`config.mk`:
```
export PLATFORM = sky130hd
export DESIGN_NAME = union_find_by_rank_flat
export DESIGN_NICKNAME = d
export VERILOG_FILES = /design/src/ufr_pkg.sv /design/src/ufr_if.sv /design/src/union_find_by_rank.sv /design/src/flat_wrapper.sv
export VERILOG_INCLUDE_DIRS = /design/src /design/src/src
export SDC_FILE = /design/constraint.sdc
export NUM_CORES = 2
export LEC_CHECK = 0
export ABC_AREA = 1
export BUFFER_PORTS_ARGS = -buffer_cell sky130_fd_sc_hd__buf_2
export CORE_AREA = 2 2 406 569
export CTS_BUF_LIST = sky130_fd_sc_hd__clkbuf_4
export CTS_CLUSTER_SIZE = 40
export DETAILED_ROUTE_END_ITERATION = 16
export DIE_AREA = 0 0 408 571
export HOLD_SLACK_MARGIN = 0.12
export PLACE_DENSITY = 0.76
export SKIP_LAST_GASP = 1
export SLEW_MARGIN = 20
export SYNTH_ARGS = -nofsm -noshare
export SYNTH_HDL_FRONTEND = slang
export SYNTH_SLANG_ARGS = --single-unit
```
`constraint.sdc`:
```
create_clock -name clock -period 31.4 [get_ports clock]
set_clock_uncertainty 0.05 [all_clocks]
set_input_delay 1.57 -clock clock [delete_from_list [all_inputs] [get_ports clock]]
set_output_delay 1.57 -clock clock [all_outputs]
set_load 0.02 [all_outputs]
```
`src/union_find_by_rank_macros.svh`:
```
// ----------------------------------------------------------------------------
// Union-find engine assertion macros
// Concurrent assertion wrappers that compile away when SYNTH is defined.
// ----------------------------------------------------------------------------
`ifndef UNION_FIND_BY_RANK_MACROS_SVH
`define UNION_FIND_BY_RANK_MACROS_SVH

`ifndef SYNTH
// Assertion on an explicit clock and reset.
`define UFR_ASSERT_CLK(lbl, clk, rst, prop, msg) \
   lbl: assert property (@(posedge clk) disable iff (rst) prop) else $error(msg);
// Assertion on the block clock and reset.
`define UFR_ASSERT(lbl, prop, msg) \
   `UFR_ASSERT_CLK(lbl, clock, reset, prop, msg)
`else
`define UFR_ASSERT_CLK(lbl, clk, rst, prop, msg)
`define UFR_ASSERT(lbl, prop, msg)
`endif

`endif

```
`src/ufr_pkg.sv`:
```
// ----------------------------------------------------------------------------
// Union-find engine package
// Field widths, rank limits and operation codes shared by the channel
// interfaces and the engine.
// ----------------------------------------------------------------------------
`default_nettype none

package ufr_pkg;

   localparam int unsigned NODE_W = 8;
   localparam int unsigned RANK_W = 4;
   localparam logic [RANK_W-1:0] RANK_MAX = 4'd15;

   typedef enum logic {
      OP_QUERY = 1'b0,
      OP_UNION = 1'b1
   } op_type;

endpackage

`default_nettype wire

```
`src/ufr_if.sv`:
```
// ----------------------------------------------------------------------------
// Union-find engine channels
// Valid/ready request and response channels of the union-find engine.
// ----------------------------------------------------------------------------
`default_nettype none

interface ufr_req_if import ufr_pkg::*; ();
   logic              valid;
   logic              ready;
   op_type            operation;
   logic [NODE_W-1:0] node_a;
   logic [NODE_W-1:0] node_b;

   modport source (output valid, output operation, output node_a, output node_b,
                   input ready);
   modport sink (input valid, input operation, input node_a, input node_b,
                 output ready);
endinterface

interface ufr_rsp_if import ufr_pkg::*; ();
   logic              valid;
   logic              ready;
   logic [NODE_W-1:0] root_a;
   logic [NODE_W-1:0] root_b;
   logic              same_set;
   logic              merged;
   logic [NODE_W-1:0] new_root;

   modport source (output valid, output root_a, output root_b, output same_set,
                   output merged, output new_root, input ready);
   modport sink (input valid, input root_a, input root_b, input same_set,
                 input merged, input new_root, output ready);
endinterface

`default_nettype wire

```
`src/union_find_by_rank.sv`:
```
// ----------------------------------------------------------------------------
// Union-find engine
// Disjoint-set forest with union by rank and path compression, kept in a
// parent memory and a rank memory and served by a read-modify-write sequencer.
// ----------------------------------------------------------------------------
// After reset the engine runs a clearing pass over all NODES entries, writing every
// parent entry to its own index and every rank to zero; no request is taken
// during that pass. Each request is then accepted, and for each of its two nodes
// (node_a first) the engine follows pointers to the root, reading one parent per
// step, then rewrites the visited nodes to point at the root by path compression.
// A union of two distinct sets then reads both ranks and links, and every request
// ends by loading the response register, which waits while an earlier response
// is still untaken. With union by rank the find depth never exceeds log2(NODES).
// Every pointer hop waits on the single, registered read port of the parent memory.
// Node indexes at or above NODES are reduced modulo NODES, and roots wider than
// eight bits are reported in their low eight bits. The response sits in an
// output register, so the next request is accepted while it waits to be taken.
`default_nettype none

`include "union_find_by_rank_macros.svh"

module union_find_by_rank import ufr_pkg::*; #(
   parameter int unsigned NODES = 256
) (
   input  wire        clock,
   input  wire        reset,
   ufr_req_if.sink    req_ch,
   ufr_rsp_if.source  rsp_ch
);

   // Index width of the forest, and a width that covers both it and the ports.
   localparam int unsigned NW = (NODES > 1) ? $clog2(NODES) : 1;
   localparam int unsigned OW = (NW > NODE_W) ? NW : NODE_W;

   typedef logic [NW-1:0]     idx_type;
   typedef logic [RANK_W-1:0] rank_type;

   localparam idx_type IDX_LAST = NW'(NODES - 1);

   typedef enum logic [6:0] {
      ST_CLEAR = 7'b0000001,
      ST_IDLE  = 7'b0000010,
      ST_FIND  = 7'b0000100,
      ST_COMP  = 7'b0001000,
      ST_RANK  = 7'b0010000,
      ST_LINK  = 7'b0100000,
      ST_RESP  = 7'b1000000
   } state_type;

   // Modulo reduction of an incoming eight-bit node index, as a constant table.
   idx_type node_mod [256];

   for (genvar g = 0; g < 256; g++) begin : g_mod
      localparam int unsigned MODV = g % NODES;
      assign node_mod[g] = NW'(MODV);
   end

   // Sequencer state.
   state_type state_ff, state_in;
   logic      side_ff, side_in;          // 0 while resolving node_a, 1 for node_b
   op_type    op_ff, op_in;
   idx_type   start_a_ff, start_a_in;
   idx_type   start_b_ff, start_b_in;
   idx_type   cur_ff, cur_in;            // node whose parent is being read
   idx_type   root_ff, root_in;          // root of the find in progress
   idx_type   root_a_ff, root_a_in;
   idx_type   root_b_ff, root_b_in;
   idx_type   new_root_ff, new_root_in;
   logic      same_ff, same_in;
   logic      merged_ff, merged_in;
   rank_type  rank_a_ff, rank_a_in;
   idx_type   clr_cnt_ff, clr_cnt_in;

   // Response register.
   logic              rsp_valid_ff, rsp_valid_in;
   logic [NODE_W-1:0] rsp_root_a_ff, rsp_root_a_in;
   logic [NODE_W-1:0] rsp_root_b_ff, rsp_root_b_in;
   logic              rsp_same_ff, rsp_same_in;
   logic              rsp_merged_ff, rsp_merged_in;
   logic [NODE_W-1:0] rsp_new_root_ff, rsp_new_root_in;

   // Parent memory port.
   idx_type parent_mem [NODES];
   idx_type pr_addr;
   idx_type pr_data_ff;
   logic    pw_en;
   idx_type pw_addr;
   idx_type pw_data;

   // Rank memory port.
   rank_type rank_mem [NODES];
   idx_type  kr_addr;
   rank_type kr_data_ff;
   logic     kw_en;
   idx_type  kw_addr;
   rank_type kw_data;

   // Sequencer helpers.
   logic    req_fire;
   logic    fin;
   idx_type fin_root;
   idx_type start_cur;
   logic    same_now;
   logic [OW-1:0] wide_ra;
   logic [OW-1:0] wide_rb;
   logic [OW-1:0] wide_nr;

   assign req_fire  = req_ch.valid && (state_ff == ST_IDLE);
   assign start_cur = side_ff ? start_b_ff : start_a_ff;

   assign wide_ra = OW'(root_a_ff);
   assign wide_rb = OW'(root_b_ff);
   assign wide_nr = OW'(new_root_ff);

   always_comb begin
      state_in        = state_ff;
      side_in         = side_ff;
      op_in           = op_ff;
      start_a_in      = start_a_ff;
      start_b_in      = start_b_ff;
      cur_in          = cur_ff;
      root_in         = root_ff;
      root_a_in       = root_a_ff;
      root_b_in       = root_b_ff;
      new_root_in     = new_root_ff;
      same_in         = same_ff;
      merged_in       = merged_ff;
      rank_a_in       = rank_a_ff;
      clr_cnt_in      = clr_cnt_ff;
      rsp_valid_in    = rsp_valid_ff && !rsp_ch.ready;
      rsp_root_a_in   = rsp_root_a_ff;
      rsp_root_b_in   = rsp_root_b_ff;
      rsp_same_in     = rsp_same_ff;
      rsp_merged_in   = rsp_merged_ff;
      rsp_new_root_in = rsp_new_root_ff;
      pr_addr         = cur_ff;
      pw_en           = 1'b0;
      pw_addr         = cur_ff;
      pw_data         = root_ff;
      kr_addr         = root_a_ff;
      kw_en           = 1'b0;
      kw_addr         = root_a_ff;
      kw_data         = '0;
      fin             = 1'b0;
      fin_root        = root_ff;
      same_now        = 1'b0;

      case (state_ff)
         ST_CLEAR: begin
            pw_en      = 1'b1;
            pw_addr    = clr_cnt_ff;
            pw_data    = clr_cnt_ff;
            kw_en      = 1'b1;
            kw_addr    = clr_cnt_ff;
            kw_data    = '0;
            clr_cnt_in = clr_cnt_ff + NW'(1);
            if (clr_cnt_ff == IDX_LAST) begin
               state_in = ST_IDLE;
            end
         end
         ST_IDLE: begin
            if (req_fire) begin
               op_in      = req_ch.operation;
               start_a_in = node_mod[req_ch.node_a];
               start_b_in = node_mod[req_ch.node_b];
               cur_in     = node_mod[req_ch.node_a];
               pr_addr    = node_mod[req_ch.node_a];
               side_in    = 1'b0;
               state_in   = ST_FIND;
            end
         end
         ST_FIND: begin
            // The parent of cur_ff has arrived; a self pointer marks the root.
            if (pr_data_ff == cur_ff) begin
               root_in = cur_ff;
               if (cur_ff == start_cur) begin
                  fin      = 1'b1;
                  fin_root = cur_ff;
               end else begin
                  pr_addr  = start_cur;
                  cur_in   = start_cur;
                  state_in = ST_COMP;
               end
            end else begin
               pr_addr = pr_data_ff;
               cur_in  = pr_data_ff;
            end
         end
         ST_COMP: begin
            // Point cur_ff straight at the root while its old parent is read next.
            pw_en = 1'b1;
            if (pr_data_ff == root_ff) begin
               fin      = 1'b1;
               fin_root = root_ff;
            end else begin
               pr_addr = pr_data_ff;
               cur_in  = pr_data_ff;
            end
         end
         ST_RANK: begin
            rank_a_in = kr_data_ff;
            kr_addr   = root_b_ff;
            state_in  = ST_LINK;
         end
         ST_LINK: begin
            merged_in = 1'b1;
            pw_en     = 1'b1;
            if (rank_a_ff < kr_data_ff) begin
               pw_addr     = root_a_ff;
               pw_data     = root_b_ff;
               new_root_in = root_b_ff;
            end else begin
               pw_addr     = root_b_ff;
               pw_data     = root_a_ff;
               new_root_in = root_a_ff;
            end
            // Equal ranks: the first root gains a level, saturating at the top.
            if ((rank_a_ff == kr_data_ff) && (rank_a_ff != RANK_MAX)) begin
               kw_en   = 1'b1;
               kw_addr = root_a_ff;
               kw_data = rank_a_ff + RANK_W'(1);
            end
            state_in = ST_RESP;
         end
         ST_RESP: begin
            if (!rsp_valid_ff || rsp_ch.ready) begin
               rsp_valid_in    = 1'b1;
               rsp_root_a_in   = wide_ra[NODE_W-1:0];
               rsp_root_b_in   = wide_rb[NODE_W-1:0];
               rsp_same_in     = same_ff;
               rsp_merged_in   = merged_ff;
               rsp_new_root_in = wide_nr[NODE_W-1:0];
               state_in        = ST_IDLE;
            end
         end
         default: begin
            state_in = ST_IDLE;
         end
      endcase

      // End of one node's find and compression.
      if (fin) begin
         if (!side_ff) begin
            root_a_in = fin_root;
            side_in   = 1'b1;
            cur_in    = start_b_ff;
            pr_addr   = start_b_ff;
            state_in  = ST_FIND;
         end else begin
            same_now    = (root_a_ff == fin_root);
            root_b_in   = fin_root;
            same_in     = same_now;
            merged_in   = 1'b0;
            new_root_in = ((op_ff == OP_UNION) || same_now) ? root_a_ff : '0;
            if ((op_ff == OP_UNION) && !same_now) begin
               kr_addr  = root_a_ff;
               state_in = ST_RANK;
            end else begin
               state_in = ST_RESP;
            end
         end
      end
   end

   always_ff @(posedge clock) begin
      if (reset) begin
         state_ff     <= ST_CLEAR;
         clr_cnt_ff   <= '0;
         rsp_valid_ff <= 1'b0;
      end else begin
         state_ff     <= state_in;
         clr_cnt_ff   <= clr_cnt_in;
         rsp_valid_ff <= rsp_valid_in;
      end
   end

   always_ff @(posedge clock) begin
      side_ff         <= side_in;
      op_ff           <= op_in;
      start_a_ff      <= start_a_in;
      start_b_ff      <= start_b_in;
      cur_ff          <= cur_in;
      root_ff         <= root_in;
      root_a_ff       <= root_a_in;
      root_b_ff       <= root_b_in;
      new_root_ff     <= new_root_in;
      same_ff         <= same_in;
      merged_ff       <= merged_in;
      rank_a_ff       <= rank_a_in;
      rsp_root_a_ff   <= rsp_root_a_in;
      rsp_root_b_ff   <= rsp_root_b_in;
      rsp_same_ff     <= rsp_same_in;
      rsp_merged_ff   <= rsp_merged_in;
      rsp_new_root_ff <= rsp_new_root_in;
   end

   // Parent memory: one write and one registered read per cycle.
   always_ff @(posedge clock) begin
      if (pw_en) begin
         parent_mem[pw_addr] <= pw_data;
      end
      pr_data_ff <= parent_mem[pr_addr];
   end

   // Rank memory: one write and one registered read per cycle.
   always_ff @(posedge clock) begin
      if (kw_en) begin
         rank_mem[kw_addr] <= kw_data;
      end
      kr_data_ff <= rank_mem[kr_addr];
   end

   assign req_ch.ready    = (state_ff == ST_IDLE);
   assign rsp_ch.valid    = rsp_valid_ff;
   assign rsp_ch.root_a   = rsp_root_a_ff;
   assign rsp_ch.root_b   = rsp_root_b_ff;
   assign rsp_ch.same_set = rsp_same_ff;
   assign rsp_ch.merged   = rsp_merged_ff;
   assign rsp_ch.new_root = rsp_new_root_ff;

   // Compression never rewrites the root itself.
   `UFR_ASSERT(a_comp_not_root, (state_ff == ST_COMP) |-> (cur_ff != root_ff), "compression reached the root")
   // Linking only happens between two distinct roots.
   `UFR_ASSERT(a_link_distinct, (state_ff == ST_LINK) |-> (root_a_ff != root_b_ff), "link of a root to itself")
   // A response never claims a merge of nodes that already shared a root.
   `UFR_ASSERT(a_merge_excl, rsp_ch.valid |-> !(rsp_ch.merged && rsp_ch.same_set), "merged and same_set both set")

endmodule

`default_nettype wire
```
`src/flat_wrapper.sv`:
```
// flat-port wrapper written by rule: the top's interface ports become plain ports
module union_find_by_rank_flat import ufr_pkg::*;
#(
   parameter int unsigned NODES = 256
)
  (clock, reset, req_ch_valid, req_ch_operation, req_ch_node_a, req_ch_node_b, req_ch_ready, rsp_ch_valid, rsp_ch_root_a, rsp_ch_root_b, rsp_ch_same_set, rsp_ch_merged, rsp_ch_new_root, rsp_ch_ready);
  ufr_req_if req_ch_i ();
  ufr_rsp_if rsp_ch_i ();
  input  wire clock;
  input  wire reset;
  input wire logic [$bits(req_ch_i.valid)-1:0] req_ch_valid;
  input wire logic [$bits(req_ch_i.operation)-1:0] req_ch_operation;
  input wire logic [$bits(req_ch_i.node_a)-1:0] req_ch_node_a;
  input wire logic [$bits(req_ch_i.node_b)-1:0] req_ch_node_b;
  output wire logic [$bits(req_ch_i.ready)-1:0] req_ch_ready;
  output wire logic [$bits(rsp_ch_i.valid)-1:0] rsp_ch_valid;
  output wire logic [$bits(rsp_ch_i.root_a)-1:0] rsp_ch_root_a;
  output wire logic [$bits(rsp_ch_i.root_b)-1:0] rsp_ch_root_b;
  output wire logic [$bits(rsp_ch_i.same_set)-1:0] rsp_ch_same_set;
  output wire logic [$bits(rsp_ch_i.merged)-1:0] rsp_ch_merged;
  output wire logic [$bits(rsp_ch_i.new_root)-1:0] rsp_ch_new_root;
  input wire logic [$bits(rsp_ch_i.ready)-1:0] rsp_ch_ready;
  assign req_ch_i.valid = req_ch_valid;
  assign req_ch_i.operation = req_ch_operation;
  assign req_ch_i.node_a = req_ch_node_a;
  assign req_ch_i.node_b = req_ch_node_b;
  assign req_ch_ready = req_ch_i.ready;
  assign rsp_ch_valid = rsp_ch_i.valid;
  assign rsp_ch_root_a = rsp_ch_i.root_a;
  assign rsp_ch_root_b = rsp_ch_i.root_b;
  assign rsp_ch_same_set = rsp_ch_i.same_set;
  assign rsp_ch_merged = rsp_ch_i.merged;
  assign rsp_ch_new_root = rsp_ch_i.new_root;
  assign rsp_ch_i.ready = rsp_ch_ready;
  union_find_by_rank #(.NODES(NODES)) u_core (.clock(clock), .reset(reset), .req_ch(req_ch_i), .rsp_ch(rsp_ch_i));
endmodule
```
==> run summary <==
hold_ws = 0.3393 ns
max FFs per register = 2048
Top reg by flops = u_core.parent_mem
via count = 95060
worst-case clock buffer depth = 4
Rows = 208
Hold Path Class = in -> reg
largest registers = u_core.parent_mem: 2048 flops, u_core.rank_mem: 1024 flops
top layer in use = met5
Starting Density = 0.5965
die height = 571 um
P_leak = 59.36 nW
HPWL after detailed placement = 211900 um
Final Max Slew Viols = 0
Routed Wire Length = 369900 um
dominant cell type by area after synthesis = edfxtp_1
PortBufs = 48
RSZ-0062 raised after global routing = false
syn_nets = 12250
first-pass GRT wire length = 550200 um
Critical Path Sink = u_core.pr_data_ff[3]
CTS clk-pin slew, worst paths = 0.07 ns
wire per inst = 23.15 um
Layout Nets = 12400
M1 WL = 125900 um
sequential share of the synthesized area = 0.7002
post-place instance area = 0.1384 sq mm
relative slew slack = 0.1814
Fmax = 0.1267 GHz
pwr/cell area = 76.07 mW/mm^2
Crit path required time = 32.51 ns
global route overflow = 0
Worst Tran Pin Value = 1.228 ns
# DRC = 0
metal2 WL = 180200 um
FF-to-FF setup slack = 23.51 ns
Design Area, Final = 0.1476 sq mm
core area = 0.2282 sq mm
CP endpoint kind = register
status = completed
Clock Root Buffer = clkbuf_4
met3 wire len = 34080 um
Post-CTS Resized = 0
Synth warnings = 0
count of different cell masters after synthesis = 48
Setup Fix Bufs, Post-CTS = 0
Setup CP Type = reg -> reg
I/O Pins = 49
CTS Hold Bufs = 0
share of layout cells above drive strength 1 = 0.1060
initial antenna violation count = 6
Max H-tree Level = 6
reg2reg start = u_core.side_ff
maximum VDD drop = 0.0001090 V
vias per cell = 5.951
Max-Cap Viols = 0
critical-path maximum fanout = 212
Post-synth EDFFs = 3144
gr usage total = 0.3114
Seq cells post-synth = 3190
startpoint types = register
predominant post-synthesis flop cell = edfxtp_1
setup tns final = 0 ns
TritonRoute pass-1 iters = 10
Post-Syn Area = 0.1361 sq mm
CTS tree = done
antenna viol nets, final = 0
FF-to-FF End = u_core.pr_data_ff[3]
Tcrit/Tclk final = 0.2514
Async SR Flop Fraction = 0
routability congestion estimate = 0.9279
clk sink count = 3190
Synth top area share = 0.6935
top cells by area, synth = edfxtp_1, nand3_1, nand2_1
CTS Buf Count = 722
Syn Inst Count = 12230
worst-skew pair later-pin latency = 1.39 ns
post-route minimum period = 7.894 ns
Layout area overhead = 8.447%
worst path arrival time = 9.00 ns
# setup viols final = 0
final hold vios = 0
die area = 0.2330 sq mm
number of global-route vias before repair = 94510
Worst Reg-to-Reg Cells = 26
CP Launch Point = u_core.side_ff
1st-iter DRT viols = 10800
syn_area_per_cell = 11.13 sq um
largest net degree at the start of global routing = 250
Die Span X = 408 um
worst max-delay path, stage by stage, from the launching register on:
cell,delay [ns]
dfxtp_1,0.59
inv_2,0.25
nand2_1,0.13
nand2_1,0.07
nand2_1,0.06
nand2_1,0.07
nor2_1,0.15
nand2_1,0.08
nor2_2,0.17
nand2_2,0.22
nand2_4,0.15
nand2_2,0.24
inv_2,0.45
nand2_8,0.45
nand2_8,0.64
buf_12,0.62
buf_4,0.80
buf_4,0.70
nand2_1,0.12
nand3_1,0.12
nand3_1,0.11
nand3_1,0.16
nand3_1,0.17
nand3_1,0.25
nand3_1,0.10
nand3_1,0.18
nand2_1,0.08
synth_stat cells, types with 138 or more instances:
| master | n |
|---|---|
| nand2_1 | 2393 |
| nand3b_1 | 161 |
| inv_1 | 1447 |
| o211ai_1 | 217 |
| clkbuf_1 | 442 |
| edfxtp_1 | 3144 |
| buf_2 | 175 |
| o21ai_0 | 382 |
| nor2_1 | 1246 |
| nand3_1 | 1863 |
| o32ai_1 | 138 |
per-layer routing:
layer	up-vias	global-route usage
met2	5545	0.5214
met4	6	0.2358
li1	42840	-
met5	-	0
met3	1334	0.05569
met1	45330	0.3586
layout by cell type, fill, tap and decap left out, types with 8 or more instances in the layout:
master     netlist  final
o21ai_1         14      8
clkinv_2         0     26
nand4_1          8      8
nand2_2          6     13
inv_2            7     24
bufinv_16        0     15
clkbuf_4         1   1035
o211ai_1       217    217
dfxtp_1         46     46
xnor2_1         11     11
o311ai_0       118    118
inv_1         1447   1445
buf_12           0     14
nand3b_1       161    161
a21oi_1         50     50
diode_2          0     12
edfxtp_1      3144   3144
nand2_1       2393   2380
nand3_2          1     13
o21bai_1       118    118
clkinv_1         3    165
nand3_1       1863   1846
o22ai_1          8      8
o32ai_1        138    138
buf_4           37    125
buf_2          175     48
nor3_1          25     21
nor2_1        1246   1241
a31oi_1         10      9
o21ai_0        382    382
through the flow:
step           utilization  worst slack (ns)  instances  power (mW)
2_1_floorplan            -             17.35      12230       7.005
3_3_place_gp        0.6064             23.83      14690       7.959
3_5_place_dp        0.6065             23.77      14690       7.986
4_1_cts             0.6465             23.72      15960       11.18
5_1_grt             0.6468             23.13      15970       11.65
6_report            0.6469             23.51      15970       11.23
power by group:
group / internal, mW / total, mW / switching (mW)
Sequential: 4.84 / 4.89 / 0.0425
Clock: 1.64 / 3.24 / 1.60
Combinational: 0.734 / 3.10 / 2.37
Total: 7.22 / 11.2 / 4.01
kinds of logic (layout without fill, tap and decap cells):
kind of cell,count (synthesis),count (layout),share of synthesized area
buf+inv,2224,2914,0.06469
xor+xnor,17,17,0.001094
simple gates,5716,5716,0.1801
other cells,0,12,0
flops,3190,3190,0.7002
compound gates,1074,1074,0.05331
fa+ha+maj,6,6,0.0005514
how the worst min path moves through the flow:
stage,to,slack [ns],from,cells past startpoint
finish,u_core.op_ff,0.34,req_ch_operation,1
global placement,u_core.rsp_ch.new_root[2],0.37,u_core.new_root_ff[2],0
floorplan,u_core.rsp_ch.same_set,0.35,u_core.same_ff,0
detailed placement,u_core.rsp_ch.new_root[0],0.37,u_core.new_root_ff[0],0
CTS,u_core.op_ff,0.23,req_ch_operation,1
global route,u_core.op_ff,0.27,req_ch_operation,1
final cells by class:
type                    count  area, sq um
fillers                 16920        80600
inverters                1457         5488
clock inverters           234         1361
multi-input cells        6813        32370
flip-flops and latches   3190        95330
clock buffers            1035         7770
repair buffers            188         1486
well taps                3045         3810
diodes                     12        30.03
Power figures use the tool's default switching activity.
